===== src/sv/mp2d_pkg.sv =====
// ----------------------------------------------------------------------------
// mp2d_pkg
// Shared constants and types for the streaming 2-D max pooling block.
// ----------------------------------------------------------------------------
package mp2d_pkg;

   // parameter defaults
   localparam int MAX_FRAME_DIM_DEF = 1024;
   localparam int MAX_GRID_DIM_DEF  = 256;
   localparam int SAMPLE_WIDTH_DEF  = 16;

   // register and field widths
   localparam int REG_W      = 11;   // frame and window size registers
   localparam int GREG_W     = 9;    // grid size registers
   localparam int CSR_ADDR_W = 3;
   localparam int POOLED_W   = 15;
   localparam int GRID_IDX_W = 8;
   localparam int RSP_DATA_W = 32;

   // register reset values
   localparam logic [REG_W-1:0]  FRAME_COLS_RST    = REG_W'(1024);
   localparam logic [REG_W-1:0]  FRAME_ROWS_RST    = REG_W'(1024);
   localparam logic [GREG_W-1:0] GRID_COLS_RST     = GREG_W'(256);
   localparam logic [GREG_W-1:0] GRID_ROWS_RST     = GREG_W'(256);
   localparam logic [REG_W-1:0]  WINDOW_WIDTH_RST  = REG_W'(4);
   localparam logic [REG_W-1:0]  WINDOW_HEIGHT_RST = REG_W'(4);

   // register indexes
   typedef enum logic [CSR_ADDR_W-1:0] {
      CSR_FRAME_COLS    = 3'd0,
      CSR_FRAME_ROWS    = 3'd1,
      CSR_GRID_COLS     = 3'd2,
      CSR_GRID_ROWS     = 3'd3,
      CSR_WINDOW_WIDTH  = 3'd4,
      CSR_WINDOW_HEIGHT = 3'd5
   } csr_index_type;

   // divider lanes used by the resync pass
   localparam int LANE_FC = 0;   // frame cols / window width
   localparam int LANE_FR = 1;   // frame rows / window height
   localparam int LANE_X  = 2;   // column position / window width
   localparam int LANE_Y  = 3;   // row position / window height
   localparam int NLANE   = 4;

   // resync sequencer
   typedef enum logic [3:0] {
      ST_RUN  = 4'b0001,
      ST_LOAD = 4'b0010,
      ST_DIV  = 4'b0100,
      ST_FIN  = 4'b1000
   } sync_state_type;

endpackage


===== src/sv/max_pool_2d_stream.sv =====
// ----------------------------------------------------------------------------
// max_pool_2d_stream
// Non-overlapping 2-D max pooling over a raster-order sample stream, with
// one running maximum per grid column held in a row memory.
// ----------------------------------------------------------------------------
//  channel  dir  beat contents (tdata from bit 0 up)         tuser/tlast
//  req_     in   sample (SAMPLE_WIDTH, signed Q8.8)          -
//  rsp_     out  pooled (15), grid_row (8), grid_col (8)     tlast = frame_done
//  csr_     in   csr_we, csr_addr (register index), csr_wdata -
//
//  one sample per cycle sustained while no resync runs and rsp_tready
//  keeps up; a result passes stage 1 (row memory read-modify-write) and
//  the result register; reset and every register write start a resync
//  through LOAD, DIV and FIN, one quotient bit per cycle in four
//  restoring dividers; req_tready stays low meanwhile. With rsp_tready
//  low the result holds; samples closing no window pass on, one closing sample is taken in
// ----------------------------------------------------------------------------
module max_pool_2d_stream #(
   parameter int MAX_FRAME_DIM = mp2d_pkg::MAX_FRAME_DIM_DEF,
   parameter int MAX_GRID_DIM  = mp2d_pkg::MAX_GRID_DIM_DEF,
   parameter int SAMPLE_WIDTH  = mp2d_pkg::SAMPLE_WIDTH_DEF
) (
   input  logic                                 clock,
   input  logic                                 reset,
   input  logic                                 req_tvalid,
   output logic                                 req_tready,
   input  logic [((SAMPLE_WIDTH+7)/8)*8-1:0]    req_tdata,   // sample
   output logic                                 rsp_tvalid,
   input  logic                                 rsp_tready,
   output logic [mp2d_pkg::RSP_DATA_W-1:0]      rsp_tdata,   // pooled, grid_row, grid_col
   output logic                                 rsp_tlast,
   input  logic                                 csr_we,
   input  logic [mp2d_pkg::CSR_ADDR_W-1:0]      csr_addr,
   input  logic [mp2d_pkg::REG_W-1:0]           csr_wdata
);
   import mp2d_pkg::*;

   localparam int DIM_W  = $clog2(MAX_FRAME_DIM + 1);
   localparam int POS_W  = $clog2(MAX_FRAME_DIM);
   localparam int GDIM_W = $clog2(MAX_GRID_DIM + 1);
   localparam int XW0    = (DIM_W > REG_W) ? DIM_W : REG_W;
   localparam int XW     = (XW0 > GDIM_W) ? XW0 : GDIM_W;
   localparam int CMP_W  = (DIM_W + 1 > XW) ? DIM_W + 1 : XW;
   localparam int GIDX_W = (MAX_GRID_DIM > 1) ? $clog2(MAX_GRID_DIM) : 1;
   localparam int VAL_W  = SAMPLE_WIDTH - 1;
   localparam int CNT_W  = $clog2(DIM_W + 1);

   localparam logic [XW-1:0] MAXF_X = XW'(MAX_FRAME_DIM);
   localparam logic [XW-1:0] MAXG_X = XW'(MAX_GRID_DIM);
   localparam logic [XW-1:0] ONE_X  = XW'(1);

   typedef struct packed {
      logic [VAL_W-1:0]      val;
      logic                  win;
      logic                  first;
      logic                  last;
      logic                  done;
      logic [GIDX_W-1:0]     addr;
      logic [GRID_IDX_W-1:0] grow;
      logic [GRID_IDX_W-1:0] gcol;
   } s1_type;

   // one restoring division step: shift in a dividend bit, subtract if it fits
   function automatic logic [2*DIM_W-1:0] div_step(input logic [DIM_W-1:0] rem,
                                                   input logic [DIM_W-1:0] quo,
                                                   input logic [XW-1:0]    dvs);
      logic [CMP_W-1:0] r2;
      logic [CMP_W-1:0] dx;
      logic             take;
      r2   = CMP_W'({rem, quo[DIM_W-1]});
      dx   = CMP_W'(dvs);
      take = (r2 >= dx);
      if (take) begin
         r2 = r2 - dx;
      end
      return {r2[DIM_W-1:0], quo[DIM_W-2:0], take};
   endfunction

   // configuration registers
   logic [REG_W-1:0]  frame_cols_ff, frame_rows_ff, window_width_ff, window_height_ff;
   logic [GREG_W-1:0] grid_cols_ff, grid_rows_ff;

   always_ff @(posedge clock) begin
      if (reset) begin
         frame_cols_ff    <= FRAME_COLS_RST;
         frame_rows_ff    <= FRAME_ROWS_RST;
         grid_cols_ff     <= GRID_COLS_RST;
         grid_rows_ff     <= GRID_ROWS_RST;
         window_width_ff  <= WINDOW_WIDTH_RST;
         window_height_ff <= WINDOW_HEIGHT_RST;
      end else if (csr_we) begin
         case (csr_addr)
            CSR_FRAME_COLS:    frame_cols_ff    <= csr_wdata;
            CSR_FRAME_ROWS:    frame_rows_ff    <= csr_wdata;
            CSR_GRID_COLS:     grid_cols_ff     <= csr_wdata[GREG_W-1:0];
            CSR_GRID_ROWS:     grid_rows_ff     <= csr_wdata[GREG_W-1:0];
            CSR_WINDOW_WIDTH:  window_width_ff  <= csr_wdata;
            CSR_WINDOW_HEIGHT: window_height_ff <= csr_wdata;
            default: ;
         endcase
      end
   end

   // clamped sizes
   logic [XW-1:0] fc_x, fr_x, gc_x, gr_x, ww_x, wh_x;

   always_comb begin
      fc_x = (frame_cols_ff == '0) ? ONE_X :
             ((XW'(frame_cols_ff) > MAXF_X) ? MAXF_X : XW'(frame_cols_ff));
      fr_x = (frame_rows_ff == '0) ? ONE_X :
             ((XW'(frame_rows_ff) > MAXF_X) ? MAXF_X : XW'(frame_rows_ff));
      gc_x = (grid_cols_ff == '0) ? ONE_X :
             ((XW'(grid_cols_ff) > MAXG_X) ? MAXG_X : XW'(grid_cols_ff));
      gr_x = (grid_rows_ff == '0) ? ONE_X :
             ((XW'(grid_rows_ff) > MAXG_X) ? MAXG_X : XW'(grid_rows_ff));
      ww_x = (window_width_ff == '0) ? ONE_X : XW'(window_width_ff);
      wh_x = (window_height_ff == '0) ? ONE_X : XW'(window_height_ff);
   end

   // resync sequencer
   sync_state_type   state_ff, state_in;
   logic [CNT_W-1:0] cnt_ff, cnt_in;

   always_comb begin
      state_in = state_ff;
      cnt_in   = cnt_ff;
      case (state_ff)
         ST_RUN: ;
         ST_LOAD: begin
            state_in = ST_DIV;
            cnt_in   = '0;
         end
         ST_DIV: begin
            cnt_in = cnt_ff + CNT_W'(1);
            if (cnt_ff == CNT_W'(DIM_W - 1)) begin
               state_in = ST_FIN;
            end
         end
         ST_FIN:  state_in = ST_RUN;
         default: state_in = ST_LOAD;
      endcase
      if (csr_we) begin
         state_in = ST_LOAD;
      end
   end

   always_ff @(posedge clock) begin
      if (reset) begin
         state_ff <= ST_LOAD;
         cnt_ff   <= '0;
      end else begin
         state_ff <= state_in;
         cnt_ff   <= cnt_in;
      end
   end

   // position counters
   logic [POS_W-1:0] x_ff, y_ff, gx_ff, gy_ff, ox_ff, oy_ff;
   logic [POS_W-1:0] x_in, y_in, gx_in, gy_in, ox_in, oy_in;
   logic [XW-1:0]    ec_ff, er_ff, ec_in, er_in;

   // dividers, one per lane
   logic [DIM_W-1:0] rem_ff [NLANE];
   logic [DIM_W-1:0] quo_ff [NLANE];
   logic [XW-1:0]    dvs    [NLANE];
   logic [DIM_W-1:0] dvd    [NLANE];

   always_comb begin
      dvs[LANE_FC] = ww_x;
      dvs[LANE_FR] = wh_x;
      dvs[LANE_X]  = ww_x;
      dvs[LANE_Y]  = wh_x;
      dvd[LANE_FC] = fc_x[DIM_W-1:0];
      dvd[LANE_FR] = fr_x[DIM_W-1:0];
      dvd[LANE_X]  = DIM_W'(x_ff);
      dvd[LANE_Y]  = DIM_W'(y_ff);
   end

   always_ff @(posedge clock) begin
      for (int i = 0; i < NLANE; i++) begin
         if (state_ff == ST_LOAD) begin
            rem_ff[i] <= '0;
            quo_ff[i] <= dvd[i];
         end else if (state_ff == ST_DIV) begin
            {rem_ff[i], quo_ff[i]} <= div_step(rem_ff[i], quo_ff[i], dvs[i]);
         end
      end
   end

   // stage 0: decode the position of the incoming sample
   logic          req_acc;
   logic [XW-1:0] gx_x, gy_x;
   logic          in_win, is_first, is_last, is_done;
   logic          x_wrap, y_wrap, col_step, row_step;
   s1_type        s0;

   assign req_acc = req_tvalid && req_tready;

   always_comb begin
      gx_x     = XW'(gx_ff);
      gy_x     = XW'(gy_ff);
      in_win   = (gx_x < ec_ff) && (gy_x < er_ff);
      is_first = (ox_ff == '0) && (oy_ff == '0);
      is_last  = (XW'(ox_ff) + ONE_X == ww_x) && (XW'(oy_ff) + ONE_X == wh_x);
      is_done  = (gx_x + ONE_X == ec_ff) && (gy_x + ONE_X == er_ff);
      s0.val   = req_tdata[SAMPLE_WIDTH-1] ? '0 : req_tdata[VAL_W-1:0];
      s0.win   = in_win;
      s0.first = is_first;
      s0.last  = is_last;
      s0.done  = is_done;
      s0.addr  = gx_x[GIDX_W-1:0];
      s0.grow  = gy_x[GRID_IDX_W-1:0];
      s0.gcol  = gx_x[GRID_IDX_W-1:0];
   end

   // counter update: from the dividers after resync, else one step per beat
   always_comb begin
      x_wrap   = (XW'(x_ff) + ONE_X >= fc_x);
      y_wrap   = (XW'(y_ff) + ONE_X >= fr_x);
      col_step = (XW'(ox_ff) + ONE_X == ww_x);
      row_step = (XW'(oy_ff) + ONE_X == wh_x);
      x_in  = x_ff;
      y_in  = y_ff;
      gx_in = gx_ff;
      gy_in = gy_ff;
      ox_in = ox_ff;
      oy_in = oy_ff;
      ec_in = ec_ff;
      er_in = er_ff;
      if (state_ff == ST_FIN) begin
         ec_in = (gc_x < XW'(quo_ff[LANE_FC])) ? gc_x : XW'(quo_ff[LANE_FC]);
         er_in = (gr_x < XW'(quo_ff[LANE_FR])) ? gr_x : XW'(quo_ff[LANE_FR]);
         gx_in = POS_W'(quo_ff[LANE_X]);
         ox_in = POS_W'(rem_ff[LANE_X]);
         gy_in = POS_W'(quo_ff[LANE_Y]);
         oy_in = POS_W'(rem_ff[LANE_Y]);
      end else if (req_acc) begin
         if (x_wrap) begin
            x_in  = '0;
            gx_in = '0;
            ox_in = '0;
            if (y_wrap) begin
               y_in  = '0;
               gy_in = '0;
               oy_in = '0;
            end else begin
               y_in = y_ff + POS_W'(1);
               if (row_step) begin
                  oy_in = '0;
                  gy_in = gy_ff + POS_W'(1);
               end else begin
                  oy_in = oy_ff + POS_W'(1);
               end
            end
         end else begin
            x_in = x_ff + POS_W'(1);
            if (col_step) begin
               ox_in = '0;
               gx_in = gx_ff + POS_W'(1);
            end else begin
               ox_in = ox_ff + POS_W'(1);
            end
         end
      end
   end

   always_ff @(posedge clock) begin
      if (reset) begin
         x_ff  <= '0;
         y_ff  <= '0;
         gx_ff <= '0;
         gy_ff <= '0;
         ox_ff <= '0;
         oy_ff <= '0;
         ec_ff <= '0;
         er_ff <= '0;
      end else begin
         x_ff  <= x_in;
         y_ff  <= y_in;
         gx_ff <= gx_in;
         gy_ff <= gy_in;
         ox_ff <= ox_in;
         oy_ff <= oy_in;
         ec_ff <= ec_in;
         er_ff <= er_in;
      end
   end

   // stage 1 control and handshake
   logic   s1_valid_ff;
   s1_type s1_ff;
   logic   out_free, s1_emit, s1_go;
   logic   rsp_valid_ff;

   assign out_free   = !rsp_valid_ff || rsp_tready;
   assign s1_emit    = s1_ff.win && s1_ff.last;
   assign s1_go      = s1_valid_ff && (!s1_emit || out_free);
   assign req_tready = (state_ff == ST_RUN) && (!s1_valid_ff || s1_go);

   always_ff @(posedge clock) begin
      if (reset) begin
         s1_valid_ff <= 1'b0;
      end else if (req_acc) begin
         s1_valid_ff <= 1'b1;
      end else if (s1_go) begin
         s1_valid_ff <= 1'b0;
      end
   end

   always_ff @(posedge clock) begin
      if (req_acc) begin
         s1_ff <= s0;
      end
   end

   // row memory of running maxima, one entry per grid column
   logic [VAL_W-1:0]  win_max_mem [MAX_GRID_DIM];
   logic [VAL_W-1:0]  mem_q;
   logic              mem_wr;
   logic [VAL_W-1:0]  acc;

   assign mem_wr = s1_go && s1_ff.win;

   always_ff @(posedge clock) begin
      if (req_acc && in_win) begin
         mem_q <= win_max_mem[s0.addr];
      end
      if (mem_wr) begin
         win_max_mem[s1_ff.addr] <= acc;
      end
   end

   // last write, forwarded over a read that raced it
   logic              wr_valid_ff;
   logic [GIDX_W-1:0] wr_addr_ff;
   logic [VAL_W-1:0]  wr_data_ff;

   always_ff @(posedge clock) begin
      if (reset) begin
         wr_valid_ff <= 1'b0;
      end else if (mem_wr) begin
         wr_valid_ff <= 1'b1;
      end
   end

   always_ff @(posedge clock) begin
      if (mem_wr) begin
         wr_addr_ff <= s1_ff.addr;
         wr_data_ff <= acc;
      end
   end

   // running maximum, restarted at zero on the first sample of a window
   logic [VAL_W-1:0]          prev;
   logic [VAL_W+POOLED_W-1:0] acc_wide;

   always_comb begin
      if (s1_ff.first) begin
         prev = '0;
      end else if (wr_valid_ff && (wr_addr_ff == s1_ff.addr)) begin
         prev = wr_data_ff;
      end else begin
         prev = mem_q;
      end
      acc      = (s1_ff.val > prev) ? s1_ff.val : prev;
      acc_wide = {{POOLED_W{1'b0}}, acc};
   end

   // result register
   logic [RSP_DATA_W-1:0] rsp_data_ff;
   logic                  rsp_last_ff;

   always_ff @(posedge clock) begin
      if (reset) begin
         rsp_valid_ff <= 1'b0;
      end else if (s1_go && s1_emit) begin
         rsp_valid_ff <= 1'b1;
      end else if (rsp_tready) begin
         rsp_valid_ff <= 1'b0;
      end
   end

   always_ff @(posedge clock) begin
      if (s1_go && s1_emit) begin
         rsp_data_ff <= RSP_DATA_W'({s1_ff.gcol, s1_ff.grow, acc_wide[POOLED_W-1:0]});
         rsp_last_ff <= s1_ff.done;
      end
   end

   assign rsp_tvalid = rsp_valid_ff;
   assign rsp_tdata  = rsp_data_ff;
   assign rsp_tlast  = rsp_last_ff;

endmodule


===== config.mk =====
export PLATFORM = sky130hd
export DESIGN_NAME = max_pool_2d_stream
export DESIGN_NICKNAME = d
export VERILOG_FILES = /design/src/sv/mp2d_pkg.sv /design/src/sv/max_pool_2d_stream.sv
export SDC_FILE = /design/constraint.sdc
export NUM_CORES = 2
export LEC_CHECK = 0
export BUFFER_PORTS_ARGS = -buffer_cell sky130_fd_sc_hd__buf_4
export CORE_MARGIN = 5
export CORE_UTILIZATION = 32
export DETAILED_ROUTE_END_ITERATION = 8
export HOLD_SLACK_MARGIN = 0.02
export REMOVE_ABC_BUFFERS = 1
export SETUP_SLACK_MARGIN = 0.3
export SYNTH_ARGS = -nofsm -noshare
export SYNTH_HDL_FRONTEND = slang
export SYNTH_SLANG_ARGS = --single-unit

===== constraint.sdc =====
create_clock -name clock -period 26 [get_ports clock]
set_input_delay 1.3 -clock clock [delete_from_list [all_inputs] [get_ports clock]]
set_output_delay 1.3 -clock clock [all_outputs]
set_load 0.005 [all_outputs]

==> run summary <==
Post-synth top cells = 3987 x edfxtp_1, 942 x mux4_2, 471 x nor2_1
final worst path period share = 0.325
clock insertion delay at the later pin of the skew report = 1.00 ns
Slew Limit Fails = 0
Seq/Total Area, Yosys = 0.741
I/O Buffers = 68
H-tree depth = 5
status = completed
CP bufs+invs = 4
slew margin rel. = 0.0491
Mapped Area = 167000 um2
Post-CTS Hold Buffers = 0
Cell variety after synth = 88
post-DP HPWL = 290000 um
Hold Path Class = flip-flop to flip-flop
top cells by area, synth = edfxtp_1 72%, mux4_2 13%, dfxtp_1 2.4%, mux2i_1 2.4%, nor2_1 1.1%
Synth Warn # = 0
area share of the largest cell type after synthesis = 0.717
number of routed nets with antenna violations = 0
max_cap viols = 0
nets = 9259
DRC violations left = 0
Detailed Route Iter0 Violations = 11700
Worst Skew = 0.0617 ns
cts bufs inserted = 413
post-DR vias/cell = 5.47
Total Wirelength = 489000 um
CP Launch Type = flip-flop
layout cell share with drive strength beyond 1 = 0.230
vias in the first global route = 89000
CP top delay family = buffers and inverters
antenna violations before repair = 30
most frequent cell after synthesis = edfxtp_1
Post-synth top flop = edfxtp_1
I/O pin total = 70
via count = 89700
Placer Congestion = 0.862
WP data arrival = 9.03 ns
largest area contributor in the netlist = edfxtp_1
Clock Root Buffer = clkbuf_16
overall routing resource usage = 0.177
Synth Register Bits = 4188
full die area = 536000 um2
Worst Max-Slew Pin Slew = 1.42 ns
RSZ-0062 raised after global routing = false
cell occurring most often along the worst timing path = buf_4
CP max FO = 114
first-pass GRT wire length = 687000 um
mean area per synthesized cell = 19.2 um2
Synth async-reset ratio = 0
row cnt = 265
Max Fclk = 118 MHz
Finish-stage setup viols = 0
power per standard cell area = 69.6 nW/um2
critical-path cell list = xor2_1 > nor4_1 > nand3_1 > nor4_4 > buf_4 > mux2i_1 > or2_2 > ha_1 > nor2b_1 > o21a_1 > o21a_1 > o21a_1 > o211ai_1 > a21oi_1 > o21ai_4 > buf_4 > mux2i_4 > buf_4 > buf_4
maximum VDD drop = 0.0589 mV
Gate Count Post-Synth = 8680
Tmin final = 8.45 ns
CTS tree = yes
Clock Path Buffers = 4
total gr overflow = 0
CTS Sinks = 4188
postcts setup bufs = 0
Die X = 732 um
largest net degree at the start of global routing = 227
CP max stage delay = 1.05 ns
clk slew on worst S/H paths = 0.06 ns
detailed-route wire length per cell = 29.8 um
CP max stage cell = mux2i_4
endpoints failing hold = 0
DR pass1 iterations = 6
Required @ worst endpoint = 26.58 ns
area grow syn2layout = 14.3%
total core area = 521000 um2
Die Y = 732 um
Post-CTS Resized = 0
LEAKAGE = 0.0582 uW
CP Class = flip-flop to flip-flop
Power, Total = 13300 uW
Initial Util = 0.321
Fillers = 47500
Post-synth EDFFs = 3987
Critical Path Sink Type = flip-flop
hold_ws = 0.442 ns
[flip-flops by register name, summed over array words and instances (netlist names), 15 cells and up]
name / count
win_max_mem: 3840
mem_q: 15
s1_ff: 35
quo_ff: 44
rem_ff: 44
wr_data_ff: 15
rsp_tdata: 31
[layer usage]
metal / routed length [um] / part of all wire / global-route usage
met5: 39 / 0.000080 / 0
met4: 18900 / 0.039 / 0.0626
met3: 48000 / 0.098 / 0.0387
met2: 227000 / 0.46 / 0.277
met1: 195000 / 0.40 / 0.243
[layout make-up]
class,instances,area (um2),share of cell area
Multi-Input combinational cell,3886,40800,0.214
Inverter,108,414,0.00217
Sequential cell,4188,124000,0.649
Timing Repair Buffer,496,3890,0.0204
Antenna cell,22,55.1,0.000288
Clock buffer,519,10900,0.0571
Clock inverter,244,2290,0.0120
Tap cell,6942,8690,0.0455
[kinds of logic after synthesis]
kind of cell / count (synthesis) / share of synthesized area
flip-flops: 4188 / 0.741
multiplexers: 1368 / 0.153
AND/OR/NAND/NOR: 1315 / 0.0353
AO/OA/AOI/OAI: 948 / 0.0370
buffers and inverters: 606 / 0.0173
adder cells (fa/ha/maj): 132 / 0.0101
XOR/XNOR: 122 / 0.00649
other: 1 / 0.0000225
[cells in the final DEF, fill, tap and decap left out, types with 23 or more instances in the layout]
cell type / count
ha_1: 127
buf_4: 483
a22oi_1: 35
clkinv_1: 96
nand2b_1: 25
a21oi_1: 247
a211oi_1: 58
mux4_2: 942
nand4_1: 33
o221ai_1: 41
clkinv_2: 81
o21ai_0: 194
bufinv_16: 34
a31oi_1: 40
xnor2_1: 73
clkbuf_1: 97
mux2i_1: 388
a221oi_1: 47
a21o_1: 29
and3_1: 33
nor2b_1: 64
edfxtp_1: 3987
clkbuf_16: 420
nor2_2: 24
nor4_1: 31
nand2_1: 409
dfxtp_1: 194
nor3_1: 51
nor2_1: 442
o22ai_1: 79
inv_1: 102
xor2_1: 48
mux2_2: 23
nand3_1: 80
[path summary, 6_finish.rpt]
| kind | from | endpoint | slack [ns] | cells past startpoint |
|---|---|---|---|---|
| worst max-delay path | s1_ff[3] | win_max_mem[219][11] | 17.55 | 19 |
| worst min-delay path | s1_ff[24] | rsp_tlast | 0.44 | 0 |
| worst max register to register | s1_ff[3] | win_max_mem[219][11] | 17.55 | 19 |
| worst min register to register | s1_ff[24] | rsp_tlast | 0.44 | 0 |
[worst register-to-register path, cell delays in order, from the launching register on]
cell and delay [ns]:
edfxtp_1 0.57, xor2_1 0.24, nor4_1 0.40, nand3_1 0.24, nor4_4 0.27, buf_4 0.35, mux2i_1 0.13, or2_2 0.32
ha_1 0.31, nor2b_1 0.15, o21a_1 0.17, o21a_1 0.17, o21a_1 0.17, o211ai_1 0.16, a21oi_1 0.13, o21ai_4 0.56
buf_4 0.43, mux2i_4 1.06, buf_4 0.96, buf_4 1.10
[power by group]
part / total, uW / leakage [uW] / switching (uW) / internal [uW]
Sequential: 7300 / 0.0378 / 13.0 / 7280
Clock: 5890 / 0.00645 / 2570 / 3320
Combinational: 104 / 0.0139 / 66.8 / 37.1
[through the flow]
stage	instance area, um2	worst slack, ns	TNS [ns]	utilization	cells
final	191000	17.55	0	0.367	16400
after CTS	191000	17.69	0	0.367	16400
after global placement	178000	17.86	0	0.341	15600
after floorplan	165000	-27.12	-909.33	-	8182
after global routing	191000	17.12	0	0.367	16400
after detailed placement	178000	17.68	0	0.341	15600
No activity file was read; power rests on OpenSTA's default activity.
